**src/rtl/vopg_pkg.sv**
```systemverilog
package vopg_pkg;

	localparam int COL_W      = 12;
	localparam int BYTE_W     = 8;
	localparam int DIM_CFG_W  = 13;
	localparam int CFG_DATA_W = 13;
	localparam int CFG_IDX_W  = 3;
	localparam int PAT_W      = 3;
	localparam int IN_DATA_W  = 56;
	localparam int OUT_DATA_W = 32;
	localparam int HIT_W      = 3;

	// Reciprocal of three, scaled by two to the RECIP3_SHIFT, rounded up.
	localparam int RECIP3_SHIFT = 18;
	localparam int RECIP3_W     = 18;
	localparam logic [RECIP3_W-1:0] RECIP3 = RECIP3_W'(((1 << RECIP3_SHIFT) + 2) / 3);

	localparam logic [BYTE_W-1:0] BYTE_MAX = 8'd255;
	localparam logic [BYTE_W-1:0] BYTE_MIN = 8'd0;

	typedef enum logic [CFG_IDX_W-1:0] {
		REG_FRAME_WIDTH  = 3'd0,
		REG_FRAME_HEIGHT = 3'd1,
		REG_PATTERN      = 3'd2,
		REG_OVERLAY_MODE = 3'd3,
		REG_BYTE_ORDER   = 3'd4,
		REG_OVERLAY_Y    = 3'd5,
		REG_OVERLAY_U    = 3'd6,
		REG_OVERLAY_V    = 3'd7
	} cfg_index_t;

	localparam logic [PAT_W-1:0] PAT_OFF      = 3'd0;
	localparam logic [PAT_W-1:0] PAT_RECT     = 3'd1;
	localparam logic [PAT_W-1:0] PAT_SMALL_X  = 3'd2;
	localparam logic [PAT_W-1:0] PAT_LARGE_X  = 3'd3;
	localparam logic [PAT_W-1:0] PAT_THIRDS   = 3'd4;
	localparam logic [PAT_W-1:0] PAT_EXPOSURE = 3'd5;

	localparam logic ORDER_YUYV = 1'b0;
	localparam logic ORDER_UYVY = 1'b1;

	localparam logic MODE_REPLACE = 1'b0;
	localparam logic MODE_INVERT  = 1'b1;

	function automatic logic is_extreme(input logic [BYTE_W-1:0] b);
		return (b == BYTE_MAX) || (b == BYTE_MIN);
	endfunction

endpackage

```
**src/rtl/video_overlay_pattern_generator_core.sv**
```systemverilog
// An input transfer is captured in the input register, and its result is registered in the
// output register once that register is free to take it.
// Throughput: one macropixel per cycle unless stalled; an input register and a result register
// hold one item each, and the input stalls only when both are full and the output is not ready.
// Reset (arst_n low, asynchronous) empties both registers and loads the configuration
// defaults; frame geometry is derived from the configuration and held in its own registers.
module video_overlay_pattern_generator_core #(
	parameter int MAX_DIM = 4096
) (
	input  logic                               clk,
	input  logic                               arst_n,
	input  logic                               s_axis_tvalid,
	output logic                               s_axis_tready,
	// column[11:0], line[23:12], in_byte0[31:24], in_byte1[39:32],
	// in_byte2[47:40], in_byte3[55:48]
	input  logic [vopg_pkg::IN_DATA_W-1:0]     s_axis_tdata,
	output logic                               m_axis_tvalid,
	input  logic                               m_axis_tready,
	// out_byte0[7:0], out_byte1[15:8], out_byte2[23:16], out_byte3[31:24]
	output logic [vopg_pkg::OUT_DATA_W-1:0]    m_axis_tdata,
	input  logic                               cfg_valid,
	output logic                               cfg_ready,
	input  logic [vopg_pkg::CFG_IDX_W-1:0]     cfg_index,
	input  logic [vopg_pkg::CFG_DATA_W-1:0]    cfg_data
);

	localparam int DW = $clog2(MAX_DIM + 1);
	localparam int CW = ((DW > vopg_pkg::COL_W) ? DW : vopg_pkg::COL_W) + 1;
	localparam int PW = DW + 1 + vopg_pkg::RECIP3_W;

	logic [vopg_pkg::DIM_CFG_W-1:0] frame_width_q, frame_height_q;
	logic [vopg_pkg::PAT_W-1:0]     pattern_q;
	logic                           overlay_mode_q, byte_order_q;
	logic [vopg_pkg::BYTE_W-1:0]    overlay_y_q, overlay_u_q, overlay_v_q;

	assign cfg_ready = 1'b1;

	always_ff @(posedge clk or negedge arst_n) begin
		if (!arst_n) begin
			frame_width_q  <= vopg_pkg::DIM_CFG_W'(640);
			frame_height_q <= vopg_pkg::DIM_CFG_W'(480);
			pattern_q      <= vopg_pkg::PAT_OFF;
			overlay_mode_q <= vopg_pkg::MODE_REPLACE;
			byte_order_q   <= vopg_pkg::ORDER_YUYV;
			overlay_y_q    <= 8'd0;
			overlay_u_q    <= 8'd128;
			overlay_v_q    <= 8'd128;
		end else if (cfg_valid && cfg_ready) begin
			unique case (vopg_pkg::cfg_index_t'(cfg_index))
				vopg_pkg::REG_FRAME_WIDTH:  frame_width_q  <= cfg_data;
				vopg_pkg::REG_FRAME_HEIGHT: frame_height_q <= cfg_data;
				vopg_pkg::REG_PATTERN:      pattern_q      <= cfg_data[vopg_pkg::PAT_W-1:0];
				vopg_pkg::REG_OVERLAY_MODE: overlay_mode_q <= cfg_data[0];
				vopg_pkg::REG_BYTE_ORDER:   byte_order_q   <= cfg_data[0];
				vopg_pkg::REG_OVERLAY_Y:    overlay_y_q    <= cfg_data[vopg_pkg::BYTE_W-1:0];
				vopg_pkg::REG_OVERLAY_U:    overlay_u_q    <= cfg_data[vopg_pkg::BYTE_W-1:0];
				vopg_pkg::REG_OVERLAY_V:    overlay_v_q    <= cfg_data[vopg_pkg::BYTE_W-1:0];
				default: ;
			endcase
		end
	end

	// Frame geometry from the size registers.
	logic [DW-1:0]   sx, sy;
	logic [DW+3:0]   sx7, sx9, sy7, sy9;
	logic [DW:0]     sx2, sy2;
	logic [PW-1:0]   px1, px2, py1, py2;
	logic [DW-1:0]   is_d, ie_d, js_d, je_d, hy_d, cx_d, r1_d, r2_d, c1_d, c2_d;

	always_comb begin
		if (frame_width_q < vopg_pkg::DIM_CFG_W'(2)) begin
			sx = DW'(2);
		end else if (int'(frame_width_q) > MAX_DIM) begin
			sx = DW'(MAX_DIM);
		end else begin
			sx = DW'(frame_width_q);
		end
		if (frame_height_q < vopg_pkg::DIM_CFG_W'(2)) begin
			sy = DW'(2);
		end else if (int'(frame_height_q) > MAX_DIM) begin
			sy = DW'(MAX_DIM);
		end else begin
			sy = DW'(frame_height_q);
		end
		sx7 = (DW+4)'(sx) * (DW+4)'(7);
		sx9 = (DW+4)'(sx) * (DW+4)'(9);
		sy7 = (DW+4)'(sy) * (DW+4)'(7);
		sy9 = (DW+4)'(sy) * (DW+4)'(9);
		sx2 = {sx, 1'b0};
		sy2 = {sy, 1'b0};
		px1 = PW'(sx)  * PW'(vopg_pkg::RECIP3);
		px2 = PW'(sx2) * PW'(vopg_pkg::RECIP3);
		py1 = PW'(sy)  * PW'(vopg_pkg::RECIP3);
		py2 = PW'(sy2) * PW'(vopg_pkg::RECIP3);
		is_d = {sx7[DW+3:5], 1'b0};
		ie_d = {sx9[DW+3:5], 1'b0};
		js_d = sy7[DW+3:4];
		je_d = sy9[DW+3:4];
		hy_d = DW'(sy[DW-1:1]);
		cx_d = DW'({sx[DW-1:2], 1'b0});
		r1_d = py1[vopg_pkg::RECIP3_SHIFT +: DW];
		r2_d = py2[vopg_pkg::RECIP3_SHIFT +: DW];
		c1_d = {px1[vopg_pkg::RECIP3_SHIFT+1 +: DW-1], 1'b0};
		c2_d = {px2[vopg_pkg::RECIP3_SHIFT+1 +: DW-1], 1'b0};
	end

	logic [DW-1:0] sx_q, sy_q, is_q, ie_q, js_q, je_q, hy_q, cx_q, r1_q, r2_q, c1_q, c2_q;

	always_ff @(posedge clk) begin
		sx_q <= sx;
		sy_q <= sy;
		is_q <= is_d;
		ie_q <= ie_d;
		js_q <= js_d;
		je_q <= je_d;
		hy_q <= hy_d;
		cx_q <= cx_d;
		r1_q <= r1_d;
		r2_q <= r2_d;
		c1_q <= c1_d;
		c2_q <= c2_d;
	end

	// Input register and result register.
	logic                          vld_s1, out_vld_q;
	logic [vopg_pkg::IN_DATA_W-1:0] data_s1;
	logic [vopg_pkg::OUT_DATA_W-1:0] out_data_q, result;
	logic                          out_load, s1_load;

	assign out_load      = !out_vld_q || m_axis_tready;
	assign s_axis_tready = !vld_s1 || out_load;
	assign s1_load       = s_axis_tvalid && s_axis_tready;

	always_ff @(posedge clk or negedge arst_n) begin
		if (!arst_n) begin
			vld_s1    <= 1'b0;
			out_vld_q <= 1'b0;
		end else begin
			if (s_axis_tready) begin
				vld_s1 <= s_axis_tvalid;
			end
			if (out_load) begin
				out_vld_q <= vld_s1;
			end
		end
	end

	always_ff @(posedge clk) begin
		if (s1_load) begin
			data_s1 <= s_axis_tdata;
		end
		if (out_load && vld_s1) begin
			out_data_q <= result;
		end
	end

	assign m_axis_tvalid = out_vld_q;
	assign m_axis_tdata  = out_data_q;

	// Stroke count and overlay for the item in the input register.
	logic [CW-1:0]              c, l, lp1;
	logic [vopg_pkg::BYTE_W-1:0] b0, b1, b2, b3;
	logic                        in_frame, hspan, vspan;
	logic [vopg_pkg::HIT_W-1:0]  hits;

	always_comb begin
		c   = CW'({data_s1[vopg_pkg::COL_W-1:1], 1'b0});
		l   = CW'(data_s1[2*vopg_pkg::COL_W-1:vopg_pkg::COL_W]);
		lp1 = l + CW'(1);
		b0  = data_s1[24 +: vopg_pkg::BYTE_W];
		b1  = data_s1[32 +: vopg_pkg::BYTE_W];
		b2  = data_s1[40 +: vopg_pkg::BYTE_W];
		b3  = data_s1[48 +: vopg_pkg::BYTE_W];

		in_frame = (c < CW'(sx_q)) && (l < CW'(sy_q));
		hspan    = (c >= CW'(is_q)) && (c <= CW'(ie_q));
		vspan    = (l >= CW'(js_q)) && (l <= CW'(je_q));

		hits = '0;
		if (in_frame) begin
			unique case (pattern_q)
				vopg_pkg::PAT_RECT: begin
					hits = (hspan ? (vopg_pkg::HIT_W'(l == CW'(js_q))
						+ vopg_pkg::HIT_W'(lp1 == CW'(js_q))
						+ vopg_pkg::HIT_W'(l == CW'(je_q))
						+ vopg_pkg::HIT_W'(l == CW'(je_q) + CW'(1))) : '0)
						+ (vspan ? (vopg_pkg::HIT_W'(c == CW'(is_q))
						+ vopg_pkg::HIT_W'(c == CW'(ie_q))) : '0);
				end
				vopg_pkg::PAT_SMALL_X: begin
					hits = (hspan ? (vopg_pkg::HIT_W'(l == CW'(hy_q))
						+ vopg_pkg::HIT_W'(lp1 == CW'(hy_q))) : '0)
						+ (vspan ? vopg_pkg::HIT_W'(c == CW'(cx_q)) : '0);
				end
				vopg_pkg::PAT_LARGE_X: begin
					hits = vopg_pkg::HIT_W'(l == CW'(hy_q))
						+ vopg_pkg::HIT_W'(lp1 == CW'(hy_q))
						+ vopg_pkg::HIT_W'(c == CW'(cx_q));
				end
				vopg_pkg::PAT_THIRDS: begin
					hits = vopg_pkg::HIT_W'(l == CW'(r1_q))
						+ vopg_pkg::HIT_W'(lp1 == CW'(r1_q))
						+ vopg_pkg::HIT_W'(l == CW'(r2_q))
						+ vopg_pkg::HIT_W'(lp1 == CW'(r2_q))
						+ vopg_pkg::HIT_W'(c == CW'(c1_q))
						+ vopg_pkg::HIT_W'(c == CW'(c2_q));
				end
				vopg_pkg::PAT_EXPOSURE: begin
					if (byte_order_q == vopg_pkg::ORDER_YUYV) begin
						hits = vopg_pkg::HIT_W'(vopg_pkg::is_extreme(b0)
							|| vopg_pkg::is_extreme(b2));
					end else begin
						hits = vopg_pkg::HIT_W'(vopg_pkg::is_extreme(b1)
							|| vopg_pkg::is_extreme(b3));
					end
				end
				default: hits = '0;
			endcase
		end

		result = {b3, b2, b1, b0};
		if (overlay_mode_q == vopg_pkg::MODE_REPLACE) begin
			if (hits != '0) begin
				if (byte_order_q == vopg_pkg::ORDER_YUYV) begin
					result = {overlay_v_q, overlay_y_q, overlay_u_q, overlay_y_q};
				end else begin
					result = {overlay_y_q, overlay_v_q, overlay_y_q, overlay_u_q};
				end
			end
		end else if (hits[0]) begin
			result = ~{b3, b2, b1, b0};
		end
	end

endmodule

```
**config.mk**
```make
export PLATFORM = sky130hd
export DESIGN_NAME = video_overlay_pattern_generator_core
export DESIGN_NICKNAME = d
export VERILOG_FILES = /design/src/rtl/vopg_pkg.sv /design/src/rtl/video_overlay_pattern_generator_core.sv
export SDC_FILE = /design/constraint.sdc
export NUM_CORES = 1
export LEC_CHECK = 0
export CAP_MARGIN = 40
export CORE_ASPECT_RATIO = 1.25
export CORE_MARGIN = 2
export CORE_UTILIZATION = 55
export CTS_BUF_LIST = sky130_fd_sc_hd__clkbuf_16
export DETAILED_ROUTE_END_ITERATION = 12
export DONT_BUFFER_PORTS = 1
export PLACE_DENSITY = 0.7
export SYNTH_ARGS = -nofsm -noshare
export SYNTH_HDL_FRONTEND = slang
export SYNTH_SLANG_ARGS = --single-unit
```
**constraint.sdc**
```tcl
create_clock -name clk -period 16.7 [get_ports clk]
set_clock_uncertainty 0.2 [all_clocks]
set_input_delay 3.34 -clock clk [delete_from_list [all_inputs] [get_ports clk]]
set_output_delay 3.34 -clock clk [all_outputs]
set_load 0.01 [all_outputs]
```
==> flow_metrics.tcl <==
set metrics [dict create \
    setup_violations 0 \
    power_leakage_nw 10.5 \
    die_h_um 220 \
    first_pass_iters 8 \
    ctsLongestPathBuffers 3 \
    worstSetupPathType "register to register" \
    worstHoldStart "vld_s1$_DFFE_PN0N_" \
    hold_viol 0 \
    syn_area_per_cell_um2 10.2 \
    drc_errors 0 \
    cts_setup_buffers 0 \
    ys_async_sr_fraction_pct 23.5 \
    tns_ns 0 \
    rsz0062_at_grt "false" \
    netlist_top_cells_count "inv_1 (343), ha_1 (297), fa_1 (125)" \
    yosysTopAreaCell "ha_1" \
    ys_ff_latch 243 \
    slew_headroom_pct 44.2 \
    numCtsBuffers 28 \
    ant_nets 0 \
    grt_pass1_wl_mm 76.4 \
    post-place-ws_ns 9.60 \
    overflow 0 \
    max-vdd-ir-drop_mv 0.303 \
    synthesis.area_um2 20500 \
    synth_cell_types 73 \
    synth_top_area_share_pct 18.2 \
    critical-path-max-stage-delay_ns 0.58 \
    cts_tree "yes" \
    grt_pass1_vias 15000 \
    slowest_stage "and2_1" \
    holdPathEnd "m_axis_tvalid$_DFFE_PN0P_" \
    synth_edf_count 87 \
    hold_path_class "register to register" \
    routed_wl_mm 47.6 \
    min_path_cells 1 \
    report.final.slew_viol_count 0 \
    clock_sinks 243 \
    cts-resized-gates 0 \
    io_buffers 0 \
    finalWorstSetupSlack_ns 9.59 \
    vias 14500 \
    cp-end-kind "register" \
    dp_hpwl_mm 38.1 \
    viasPerCell 5.74 \
    path_clk_slew_ns 0.07 \
    synth-main-ff-cell "dfxtp_1" \
    coreArea_um2 37000 \
    dieArea_um2 38800 \
    final_net_count 2510 \
    area_delta_synth_final_pct 7.27 \
    timing.fmax_mhz 141 \
    rr_worst_depth 20 \
    yosysSeqAreaShare_pct 29.5 \
    design_area_um2 22000 \
    wire_per_inst_um 18.9 \
    die_x_um 177 \
    gp_congestion 0.890 \
    status "finished, final reports clean" \
    synth_warnings 0 \
    fin_hold_ws_ns 0.288 \
    path_cells "nor4_1 -> nand3_1 -> o21ai_0 -> and2_1 -> ha_1 -> inv_1 -> fa_1 -> inv_1 -> fa_1 -> fa_1 -> inv_1 -> fa_1 -> inv_1 -> ha_1 -> nand4_1 -> o311a_1 -> o31ai_1 -> a211oi_1 -> o21bai_1 -> xor2_1" \
    insertion_delay_ns 0.59 \
    diodes 0 \
    arrival_ns 7.38 \
    htree_levels 1 \
    io-pin-count 112 \
    grt_max_degree 58 \
    reg2reg_slack_ns 9.59 \
    synth_area_leaders "ha_1 (18%), edfxtp_1 (13%), fa_1 (12%), dfxtp_1 (9.7%), inv_1 (6.3%)" \
    reg2reg_to "r2_q[11]$_DFF_P_" \
    power-per-cell-area_nw_per_um2 217 \
    row_count 79 \
    place_area_um2 21000 \
    globalRouteTotalUtil_pct 25.0 \
    syn-num-nets 2511 \
    root_buffer "clkbuf_16" \
    finalCritPeriodShare_pct 42.6 \
    finalPower_mw 4.77 \
    cp_max_fo 9 \
    initial_core_util_pct 55.4 \
    tightest_slew_ns 0.836 \
    fin_crit_ns 7.11 \
    layout-drive-gt1-share_pct 7.03 \
    required_ns 16.97 \
    max_cap_violations 0 \
    antenna_found_initial 0 \
    drtIter0Drc 945 \
    startpoint_type "register" \
    cts_hold_buf 0 \
    r2r_start "frame_height_q[4]$_DFFE_PN0P_" \
    yosysMostFrequentCell "inv_1" \
    synthCells 2012 \
]
[through the flow]
step | std cells | utilization (%)
2_1_floorplan | 2012 | -
3_3_place_gp | 2457 | 56.5
3_5_place_dp | 2467 | 56.8
4_1_cts | 2519 | 59.4
5_1_grt | 2519 | 59.4
6_report | 2519 | 59.4
[area by class of cell]
type,instances,area [µm²]
clock buffers,29,726
clock inverters,23,216
fillers,3036,15000
inverters,346,1300
multi-input cells,1377,12900
flip-flops and latches,243,6030
well taps,486,608
repair buffers,15,145
[sequential cells by signal, indices dropped and copies added, names as in the netlist, 13 cells and up]
register	flops
data_s1	55
m_axis_tdata	32
frame_height_q	13
frame_width_q	13
je_q	13
[how the worst max path moves through the flow]
| stage | from | endpoint | slack, ns | depth (start not counted) |
|---|---|---|---|---|
| after detailed placement | m_axis_tready | s_axis_tready | 9.60 | 1 |
| after floorplan | m_axis_tready | s_axis_tready | 9.61 | 1 |
| after global placement | data_s1[13]$_DFFE_PP_ | m_axis_tdata[31]$_DFFE_PP_ | 9.03 | 17 |
| final | frame_height_q[4]$_DFFE_PN0P_ | r2_q[11]$_DFF_P_ | 9.59 | 20 |
| after CTS | m_axis_tready | s_axis_tready | 9.59 | 1 |
| after global routing | frame_height_q[4]$_DFFE_PN0P_ | r2_q[11]$_DFF_P_ | 9.06 | 20 |
[cells by family (layout without fill, tap and decap cells)]
| family | after synthesis | count (layout) | synth area share (%) |
|---|---|---|---|
| multiplexers | 85 | 85 | 4.48 |
| adder cells (fa/ha/maj) | 423 | 423 | 30.4 |
| buffers and inverters | 392 | 413 | 7.42 |
| other | 1 | 1 | 0.0183 |
| AND/OR/NAND/NOR | 399 | 399 | 10.4 |
| flip-flops | 243 | 243 | 29.5 |
| AO/OA/AOI/OAI | 283 | 283 | 9.77 |
| XOR/XNOR | 186 | 186 | 7.96 |
[critical path, delay by kind of cell (launching register included)]
family	cells	cell delay, ns
AOI/OAI and AO/OA	5	1.96
adders and majority gates	6	2.75
DFF	1	0.41
xor gates and xnor gates	1	0.15
and+or+nand+nor	4	1.15
buffers and inverters	4	0.36
[layer usage]
metal / global-route usage [%] / wire length (µm) / up-vias / share of wire (%)
met4: 7.77 / 1270 / 0 / 2.7
met2: 46.7 / 24700 / 380 / 52
li1: - / - / 6896 / -
met3: 2.52 / 2220 / 81 / 4.7
met1: 29.9 / 19400 / 7095 / 41
met5: 0 / 0 / - / 0
[placed cells by master (no fill, tap or decap), types with 49 or more instances in the layout]
master    instances
xor2_1           81
dfxtp_1          99
nor2_1           59
mux2_2           53
ha_1            297
fa_1            125
xnor2_1         105
edfxtp_1         87
dfrtp_1          49
nand2_1          76
inv_1           343
a21oi_1          54
[power by group]
part           switching, mW  internal [mW]
Combinational           1.77           1.40
Sequential             0.170          0.815
Clock                  0.273          0.342
Note: power is estimated with default switching activity, not from simulation.
